===== config.mk =====
export PLATFORM = sky130hd
export DESIGN_NAME = idle_time_monitor
export DESIGN_NICKNAME = d
export VERILOG_FILES = /design/src/sv/itm_pkg.sv /design/src/sv/itm_dpath.sv /design/src/sv/itm_ctrl.sv /design/src/sv/idle_time_monitor.sv
export SDC_FILE = /design/constraint.sdc
export NUM_CORES = 2
export LEC_CHECK = 0
export BUFFER_PORTS_ARGS = -buffer_cell sky130_fd_sc_hd__buf_2
export CAP_MARGIN = 20
export CORE_MARGIN = 4
export CORE_UTILIZATION = 35
export DETAILED_ROUTE_END_ITERATION = 12
export GPL_TIMING_DRIVEN = 0
export PLACE_DENSITY_LB_ADDON = 0.08
export RECOVER_POWER = 50
export SYNTH_ARGS = -nofsm -noshare
export SYNTH_HDL_FRONTEND = slang
export SYNTH_SLANG_ARGS = --single-unit

===== constraint.sdc =====
create_clock -name clk -period 7.6 [get_ports clk]
set_input_delay 0.76 -clock clk [delete_from_list [all_inputs] [get_ports clk]]
set_output_delay 0.76 -clock clk [all_outputs]
set_load 0.02 [all_outputs]

===== src/sv/itm_pkg.sv =====
// ----------------------------------------------------------------------------
// itm_pkg: shared types and constants for the idle time monitor
// Phase codes, controller states, result field widths and the command and
// status bundles between controller and datapath.
// ----------------------------------------------------------------------------
package itm_pkg;

    localparam int unsigned DataW    = 32;
    localparam int unsigned RoundsW  = 8;
    localparam int unsigned DelayW   = 10;
    localparam int unsigned PctW     = 16;
    localparam int unsigned DivCntW  = $clog2(DataW);

    localparam logic [RoundsW-1:0] RoundsReset = 8'd3;

    localparam logic [DelayW-1:0] DelayShort = 10'd1;
    localparam logic [DelayW-1:0] DelayAlign = 10'd100;
    localparam logic [DelayW-1:0] DelayLong  = 10'd1000;

    localparam logic [DataW-1:0] PercentScale = 32'd100;

    // Phase of the calibration and sampling sequence
    typedef enum logic [1:0] {
        PH_ALIGN   = 2'd0,
        PH_MEASURE = 2'd1,
        PH_SAMPLE  = 2'd2
    } phase_t;

    // Controller states
    typedef enum logic [2:0] {
        ST_IDLE,
        ST_MUL1,
        ST_DIV1_INIT,
        ST_DIV1,
        ST_MUL2,
        ST_DIV2_INIT,
        ST_DIV2,
        ST_WRITE
    } state_t;

    // Controller to datapath commands
    typedef struct packed {
        logic              capture;    // take input, update prev and deltas
        logic              calib_load; // deltas of this transaction become calibration
        logic              mul_go;     // load product register
        logic              mul_sel;    // 0: ds * calib_interval, 1: quotient * 100
        logic              div_start;  // load divider from product register
        logic              div_sel;    // 0: divide by dt, 1: divide by calib_spins
        logic              div_step;   // one restoring division step
        logic              out_load;   // load result register
        logic [DelayW-1:0] delay;
        logic              done;
        phase_t            seen;
    } cmd_t;

    // Datapath to controller status
    typedef struct packed {
        logic fault;    // sample interval or calib_spins is zero
        logic div_last; // final division step in progress
        logic out_free; // result register can take a new result
    } sts_t;

endpackage


===== src/sv/itm_dpath.sv =====
// ----------------------------------------------------------------------------
// itm_dpath: idle time monitor datapath
// Holds previous and calibration samples, a 32x32 multiplier with product
// register, a one-bit-per-cycle restoring divider and the result register.
// ----------------------------------------------------------------------------
module itm_dpath (
    input  logic                clk,
    input  logic                rst_n,
    input  logic [63:0]         s_tdata,
    input  itm_pkg::cmd_t       cmd,
    output itm_pkg::sts_t       sts,
    output logic                m_tvalid,
    input  logic                m_tready,
    output logic [31:0]         m_tdata
);
    import itm_pkg::*;

    logic [DataW-1:0] in_spins;
    logic [DataW-1:0] in_time;
    logic [DataW-1:0] prev_spins_reg;
    logic [DataW-1:0] prev_time_reg;
    logic [DataW-1:0] calib_spins_reg;
    logic [DataW-1:0] calib_interval_reg;
    logic [DataW-1:0] ds_reg;
    logic [DataW-1:0] dt_reg;
    logic [DataW-1:0] ds_next;
    logic [DataW-1:0] dt_next;
    logic [DataW-1:0] mul_a;
    logic [DataW-1:0] mul_b;
    logic [DataW-1:0] prod_reg;
    logic [DataW-1:0] quo_reg;
    logic [DataW-1:0] rem_reg;
    logic [DataW-1:0] divisor_reg;
    logic [DivCntW-1:0] div_cnt_reg;
    logic [DataW:0]   shifted;
    logic [DataW:0]   trial;
    logic             out_valid_reg;
    logic [31:0]      out_data_reg;
    logic             pct_ok;
    logic [PctW-1:0]  pct;

    assign in_spins = s_tdata[31:0];
    assign in_time  = s_tdata[63:32];
    assign ds_next  = in_spins - prev_spins_reg;
    assign dt_next  = in_time - prev_time_reg;

    // Sample history and calibration deltas
    always_ff @(posedge clk or negedge rst_n)
    begin
        if (!rst_n)
        begin
            prev_spins_reg     <= '0;
            prev_time_reg      <= '0;
            calib_spins_reg    <= '0;
            calib_interval_reg <= '0;
        end
        else if (cmd.capture)
        begin
            prev_spins_reg <= in_spins;
            prev_time_reg  <= in_time;
            if (cmd.calib_load)
            begin
                calib_spins_reg    <= ds_next;
                calib_interval_reg <= dt_next;
            end
        end
    end

    always_ff @(posedge clk)
    begin
        if (cmd.capture)
        begin
            ds_reg <= ds_next;
            dt_reg <= dt_next;
        end
    end

    // Shared multiplier, low 32 bits kept
    assign mul_a = cmd.mul_sel ? quo_reg : ds_reg;
    assign mul_b = cmd.mul_sel ? PercentScale : calib_interval_reg;

    always_ff @(posedge clk)
    begin
        if (cmd.mul_go)
        begin
            prod_reg <= mul_a * mul_b;
        end
    end

    // Restoring divider, one quotient bit per cycle
    assign shifted = {rem_reg, quo_reg[DataW-1]};
    assign trial   = shifted - {1'b0, divisor_reg};

    always_ff @(posedge clk)
    begin
        if (cmd.div_start)
        begin
            quo_reg     <= prod_reg;
            rem_reg     <= '0;
            divisor_reg <= cmd.div_sel ? calib_spins_reg : dt_reg;
            div_cnt_reg <= '0;
        end
        else if (cmd.div_step)
        begin
            div_cnt_reg <= div_cnt_reg + 1'b1;
            if (!trial[DataW])
            begin
                rem_reg <= trial[DataW-1:0];
                quo_reg <= {quo_reg[DataW-2:0], 1'b1};
            end
            else
            begin
                rem_reg <= shifted[DataW-1:0];
                quo_reg <= {quo_reg[DataW-2:0], 1'b0};
            end
        end
    end

    assign sts.fault    = (dt_reg == '0) || (calib_spins_reg == '0);
    assign sts.div_last = (div_cnt_reg == DivCntW'(DataW - 1));
    assign sts.out_free = !out_valid_reg || m_tready;

    // Result register
    assign pct_ok = (cmd.seen == PH_SAMPLE) && !sts.fault;
    assign pct    = pct_ok ? quo_reg[PctW-1:0] : '0;

    always_ff @(posedge clk or negedge rst_n)
    begin
        if (!rst_n)
        begin
            out_valid_reg <= 1'b0;
        end
        else if (cmd.out_load)
        begin
            out_valid_reg <= 1'b1;
        end
        else if (m_tready)
        begin
            out_valid_reg <= 1'b0;
        end
    end

    always_ff @(posedge clk)
    begin
        if (cmd.out_load)
        begin
            out_data_reg <= {1'b0, cmd.seen, cmd.done,
                             ((cmd.seen == PH_SAMPLE) && sts.fault),
                             pct_ok, pct, cmd.delay};
        end
    end

    assign m_tvalid = out_valid_reg;
    assign m_tdata  = out_data_reg;

endmodule


===== src/sv/itm_ctrl.sv =====
// ----------------------------------------------------------------------------
// itm_ctrl: idle time monitor controller
// Tracks phase and remaining calibration rounds, and sequences the multiply
// and divide steps of a periodic sample.
// ----------------------------------------------------------------------------
module itm_ctrl (
    input  logic                          clk,
    input  logic                          rst_n,
    input  logic                          s_tvalid,
    output logic                          s_tready,
    input  logic                          cfg_we,
    input  logic [itm_pkg::RoundsW-1:0]   cfg_wdata,
    output itm_pkg::cmd_t                 cmd,
    input  itm_pkg::sts_t                 sts
);
    import itm_pkg::*;

    state_t              state_reg, state_next;
    phase_t              phase_reg, phase_next;
    logic [RoundsW-1:0]  rounds_reg, rounds_next;
    logic [DelayW-1:0]   delay_reg, delay_next;
    logic                done_reg, done_next;
    phase_t              seen_reg, seen_next;
    logic [RoundsW-1:0]  rounds_dec;

    assign rounds_dec = rounds_reg - 1'b1;

    // State and control registers
    always_ff @(posedge clk or negedge rst_n)
    begin
        if (!rst_n)
        begin
            state_reg  <= ST_IDLE;
            phase_reg  <= PH_ALIGN;
            rounds_reg <= RoundsReset;
            delay_reg  <= DelayAlign;
            done_reg   <= 1'b0;
            seen_reg   <= PH_ALIGN;
        end
        else
        begin
            state_reg  <= state_next;
            phase_reg  <= phase_next;
            rounds_reg <= rounds_next;
            delay_reg  <= delay_next;
            done_reg   <= done_next;
            seen_reg   <= seen_next;
        end
    end

    // Next state and commands
    always_comb
    begin
        state_next  = state_reg;
        phase_next  = phase_reg;
        rounds_next = rounds_reg;
        delay_next  = delay_reg;
        done_next   = done_reg;
        seen_next   = seen_reg;
        s_tready    = 1'b0;

        cmd            = '0;
        cmd.delay      = delay_reg;
        cmd.done       = done_reg;
        cmd.seen       = seen_reg;

        unique case (state_reg)
            ST_IDLE:
            begin
                s_tready = 1'b1;
                if (s_tvalid)
                begin
                    cmd.capture = 1'b1;
                    unique case (phase_reg)
                        PH_MEASURE:
                        begin
                            cmd.calib_load = 1'b1;
                            seen_next      = PH_MEASURE;
                            rounds_next    = rounds_dec;
                            if (rounds_dec != '0)
                            begin
                                phase_next = PH_ALIGN;
                                delay_next = DelayShort;
                                done_next  = 1'b0;
                            end
                            else
                            begin
                                phase_next = PH_SAMPLE;
                                delay_next = DelayLong;
                                done_next  = 1'b1;
                            end
                            state_next = ST_WRITE;
                        end
                        PH_SAMPLE:
                        begin
                            seen_next  = PH_SAMPLE;
                            delay_next = DelayLong;
                            done_next  = 1'b0;
                            state_next = ST_MUL1;
                        end
                        default:
                        begin
                            seen_next  = PH_ALIGN;
                            delay_next = DelayAlign;
                            done_next  = 1'b0;
                            phase_next = PH_MEASURE;
                            state_next = ST_WRITE;
                        end
                    endcase
                end
            end
            ST_MUL1:
            begin
                cmd.mul_go  = 1'b1;
                cmd.mul_sel = 1'b0;
                state_next  = sts.fault ? ST_WRITE : ST_DIV1_INIT;
            end
            ST_DIV1_INIT:
            begin
                cmd.div_start = 1'b1;
                cmd.div_sel   = 1'b0;
                state_next    = ST_DIV1;
            end
            ST_DIV1:
            begin
                cmd.div_step = 1'b1;
                if (sts.div_last)
                begin
                    state_next = ST_MUL2;
                end
            end
            ST_MUL2:
            begin
                cmd.mul_go  = 1'b1;
                cmd.mul_sel = 1'b1;
                state_next  = ST_DIV2_INIT;
            end
            ST_DIV2_INIT:
            begin
                cmd.div_start = 1'b1;
                cmd.div_sel   = 1'b1;
                state_next    = ST_DIV2;
            end
            ST_DIV2:
            begin
                cmd.div_step = 1'b1;
                if (sts.div_last)
                begin
                    state_next = ST_WRITE;
                end
            end
            ST_WRITE:
            begin
                if (sts.out_free)
                begin
                    cmd.out_load = 1'b1;
                    state_next   = ST_IDLE;
                end
            end
            default:
            begin
                state_next = ST_IDLE;
            end
        endcase

        // Register write reloads the round count
        if (cfg_we)
        begin
            rounds_next = cfg_wdata;
        end
    end

endmodule


===== src/sv/idle_time_monitor.sv =====
// ----------------------------------------------------------------------------
// idle_time_monitor: idle time measurement from activation events
// Align and measure: the event goes straight to the write state, and the
// result is loaded there once the result register is free; then idle again.
// Periodic sample: multiply, divide, multiply, divide, then write; a divide
// fault skips to the write; two 32-step divisions share one divider.
// Reset: asynchronous; align phase, 3 rounds, history and calibration zero.
// ----------------------------------------------------------------------------
module idle_time_monitor (
    input  logic        clk,
    input  logic        rst_n,
    input  logic        s_tvalid,
    output logic        s_tready,
    input  logic [63:0] s_tdata,   // spin_count[31:0], time_ms[63:32]
    output logic        m_tvalid,
    input  logic        m_tready,
    output logic [31:0] m_tdata,   // next_delay_ms[9:0], idle_percent[25:10],
                                   // idle_valid[26], divide_fault[27],
                                   // init_done[28], phase_seen[30:29], zero[31]
    input  logic        cfg_we,
    input  logic [7:0]  cfg_wdata  // calibration_rounds
);
    import itm_pkg::*;

    cmd_t cmd;
    sts_t sts;

    itm_ctrl u_ctrl (
        .clk       (clk),
        .rst_n     (rst_n),
        .s_tvalid  (s_tvalid),
        .s_tready  (s_tready),
        .cfg_we    (cfg_we),
        .cfg_wdata (cfg_wdata),
        .cmd       (cmd),
        .sts       (sts)
    );

    itm_dpath u_dpath (
        .clk      (clk),
        .rst_n    (rst_n),
        .s_tdata  (s_tdata),
        .cmd      (cmd),
        .sts      (sts),
        .m_tvalid (m_tvalid),
        .m_tready (m_tready),
        .m_tdata  (m_tdata)
    );

endmodule


==> flow_summary_export.csv <==
group,metric,value,unit
placed_design,dpl.cell_count,5014,
logic_synthesis,yosysTopAreaCell,"fa_1",
timing,hold_viol,0,
pwr,p_leak,19.0,nW
timing,setup_violations,7,
drt,wl_per_cell,25.2,um
worst_setup_path,start_kind,"flop",
logic_synthesis,synth_warnings,0,
hold_path,hold_path_class,"input port to flop",
placed_design,pre_cts_slack,-3030,ps
logic_synthesis,syn_inst,3598,
timing,slew_violations,152,
floorplanning,fp.dieH,326,um
timing,worst_hold_slack,354,ps
logic_synthesis,ys_types,83,
cts,cts_tree,"built",
floorplanning,core_area,0.100,mm2
global_routing,gr-usage-all-layers,24.2,%
worst_setup_path,r2r-end,"u_dpath.prod_reg[31]$_DFFE_PP_",
timing,max_freq,122,MHz
run_status,violations,"capacitance limit, slew limit, setup timing",
worst_setup_path,critPathMaxFanout,7,
timing,setup_tns,-2390,ps
logic_synthesis,ys_seq_elements,371,
floorplanning,die_x,326,um
final_layout,finalNonFillerCells,5124,
logic_synthesis,seq_area_frac_synth,28.4,%
placed_design,dp_hpwl,103000,um
worst_setup_path,r2r_slack,-570,ps
drt,drt_iter0_drc,2091,
placed_design,postPlaceCellArea,0.0378,mm2
worst_setup_path,slowest_delay,560,ps
run,maxCapViolCount,2,
logic_synthesis,syn_area_per_cell,9.81,um2
cts,cts_max_level,2,
logic_synthesis,yosysTopAreaCellShare,23.3,%
cts,clk_latency,650,ps
final_layout,final_area,0.0403,mm2
global_routing,grt_first_pass_wirelength,191000,um
floorplanning,start_util,35.3,%
timing,worst_slack,-565,ps
worst_setup_path,r2r-start,"u_ctrl.state_reg[1]$_DFFE_PN0P_",
placed_design,gp_congestion,0.960,
drt,vias_per_cell,5.31,
global_routing,gr-total-overflow,0,
final_layout,nets,4497,
floorplanning,die-area,0.106,mm2
pwr,power_density,305,mW/mm2
worst_setup_path,worstSetupEndpoint,"u_dpath.prod_reg[31]$_DFFE_PP_",
worst_setup_path,cp-startpoint,"u_ctrl.state_reg[1]$_DFFE_PN0P_",
worst_setup_path,crit_required,7940,ps
drt,antenna_left,0,
drt,drc_errors,0,
logic_synthesis,synth_area_leaders,"fa_1, edfxtp_1, dfrtp_1",
floorplanning,io_pins,111,
global_routing,grt_pass1_vias,27900,
timing,rsz0062_at_grt,"yes",
floorplanning,rows,116,
placed_design,io_buffer_count,107,
worst_setup_path,cpMostUsedCell,"fa_1",
worst_setup_path,worstSetupPathType,"flop to flop",
cts,cts_buffers,45,
logic_synthesis,async_flop_share,40.2,%
cts,path_clk_slew,60,ps
timing,worstMarginPinSlew,4030,ps
timing,finalCritPeriodShare,107,%
worst_setup_path,arrival,8500,ps
worst_setup_path,cpMaxStageDelayCell,"fa_1",
final_layout,area_growth,14.3,%
timing,fin_skew,63.9,ps
drt,firstDrtPassIters,5,
final_layout,drive_above_1_share,12.8,%
cts,clockRootBuffer,"clkbuf_16",
cts,clk_path_buf_depth,3,
logic_synthesis,synth-main-ff-cell,"edfxtp_1",
logic_synthesis,syn_area,0.0353,mm2
run_status,outcome,"finished with violations",
logic_synthesis,synth_enable_flop_cells,185,
drt,dr_total_vias,27200,
global_routing,antenna_found_initial,4,
pwr,max-vdd-ir-drop,0.238,mV
timing,min_period,8170,ps
worst_setup_path,worst_setup_path_end_kind,"flop",
cts,clkSinkCount,371,
worst_setup_path,reg2regPathDepth,28,
global_routing,grt_max_degree,81,
drt,wirelength,129000,um
timing,slew_headroom,-169,%
==> critical path: cells and delay by family (launching register included) <==
kind / cells / cell delay [ps]
compound gates: 7 / 1480
xor+xnor: 1 / 130
fa+ha+maj: 9 / 4170
buf+inv: 8 / 890
flops: 1 / 420
simple gates: 3 / 800
==> layout make-up <==
cell class,count,area (um2)
Tap cell,1298,1620
Inverter,541,2030
Sequential cell,371,10000
Multi-Input combinational cell,2483,22900
Buffer,191,1160
Clock inverter,27,299
Timing Repair Buffer,153,1040
Clock buffer,57,1230
Antenna cell,3,7.51
Fill cell,10100,59800
==> cell families (layout without fill, tap and decap cells) <==
logic type / count (synthesis) / count (layout) / share of synthesized area, %
muxes: 117 / 117 / 3.64
buffers and inverters: 746 / 969 / 8.09
DFF: 371 / 371 / 28.4
adders and majority gates: 634 / 634 / 31.2
AOI/OAI and AO/OA: 530 / 530 / 9.91
and+or+nand+nor: 1019 / 1019 / 14.3
xor gates and xnor gates: 180 / 180 / 4.46
other: 1 / 6 / 0.0106
==> routing by layer <==
| metal | GRT usage (%) | share of wire (%) |
|---|---|---|
| met1 | 36.5 | 47 |
| met2 | 35.8 | 42 |
| met3 | 4.15 | 7.7 |
| met4 | 6.22 | 2.9 |
| met5 | 0 | 0.010 |
==> repair_timing <==
item                       4_1_cts  5_1_grt
pin swaps                       20       73
buffers inserted                19       17
gates resized for setup        131      109
setup endpoints to repair       22       15
cloned                           1        0
hold buffers                     0        0
==> power by group <==
group / switching [mW] / internal [mW]
clock network: 0.981 / 1.30
registers: 0.481 / 3.07
logic: 4.25 / 2.24
==> worst min path at each step <==
stage / from / end / slack (ps) / cells after the start
2_1_floorplan: u_ctrl.delay_reg[0]$_DFFE_PN0P_ / u_dpath.m_tdata[0]$_DFFE_PP_ / 420 / 0
6_report: cfg_wdata[6] / u_ctrl.rounds_reg[6]$_DFFE_PN0P_ / 350 / 3
3_5_place_dp: u_ctrl.delay_reg[0]$_DFFE_PN0P_ / u_dpath.m_tdata[0]$_DFFE_PP_ / 430 / 0
4_1_cts: rst_n / u_ctrl.delay_reg[0]$_DFFE_PN0P_ / 120 / 1
5_1_grt: cfg_wdata[2] / u_ctrl.rounds_reg[2]$_DFFE_PN0P_ / 320 / 3
3_3_place_gp: u_ctrl.delay_reg[0]$_DFFE_PN0P_ / u_dpath.m_tdata[0]$_DFFE_PP_ / 430 / 0
==> through the flow <==
| step | util, % | power [mW] |
|---|---|---|
| 2_1_floorplan | - | 7.35 |
| 3_3_place_gp | 37.6 | 9.73 |
| 3_5_place_dp | 37.8 | 9.80 |
| 4_1_cts | 39.9 | 12.3 |
| 5_1_grt | 40.3 | 13.2 |
| 6_report | 40.3 | 12.3 |
==> Yosys cell counts (all sizes together), types with 5 or more instances <==
cell	instances
o31ai	8
nor2	82
clkbuf	187
xnor2	129
nor3	35
fa	411
o211ai	9
a22oi	16
edfxtp	185
a211oi	12
nand2b	14
nand4	14
a21oi	99
o41ai	5
nand3	73
nor2b	20
a31oi	25
and3	263
nand2	420
inv	541
a2111oi	7
o31a	6
ha	223
o21ai	159
a21o	44
or3	6
mux2	90
a22o	65
and2	39
xor2	51
or2	8
o21bai	10
mux2i	27
dfxtp	37
dfrtp	145
o21a	27
nor4	24
buf	18
==> placed cells by master, fill, tap and decap left out, drive strengths merged, types with 7 or more instances in the layout <==
cell / netlist / final
inv: 541 / 546
nand2: 420 / 420
fa: 411 / 411
and3: 263 / 263
ha: 223 / 223
clkbuf: 187 / 213
buf: 18 / 188
edfxtp: 185 / 185
o21ai: 159 / 159
dfrtp: 145 / 145
xnor2: 129 / 129
a21oi: 99 / 99
mux2: 90 / 90
nor2: 82 / 82
nand3: 73 / 73
a22o: 65 / 65
xor2: 51 / 51
a21o: 44 / 44
and2: 39 / 39
dfxtp: 37 / 37
nor3: 35 / 35
o21a: 27 / 27
mux2i: 27 / 27
a31oi: 25 / 25
nor4: 24 / 24
nor2b: 20 / 20
a22oi: 16 / 16
nand4: 14 / 14
nand2b: 14 / 14
clkinv: 0 / 13
a211oi: 12 / 12
o21bai: 10 / 10
o211ai: 9 / 9
or2: 8 / 8
o31ai: 8 / 8
a2111oi: 7 / 7
Note: power is estimated with default switching activity, not from simulation.
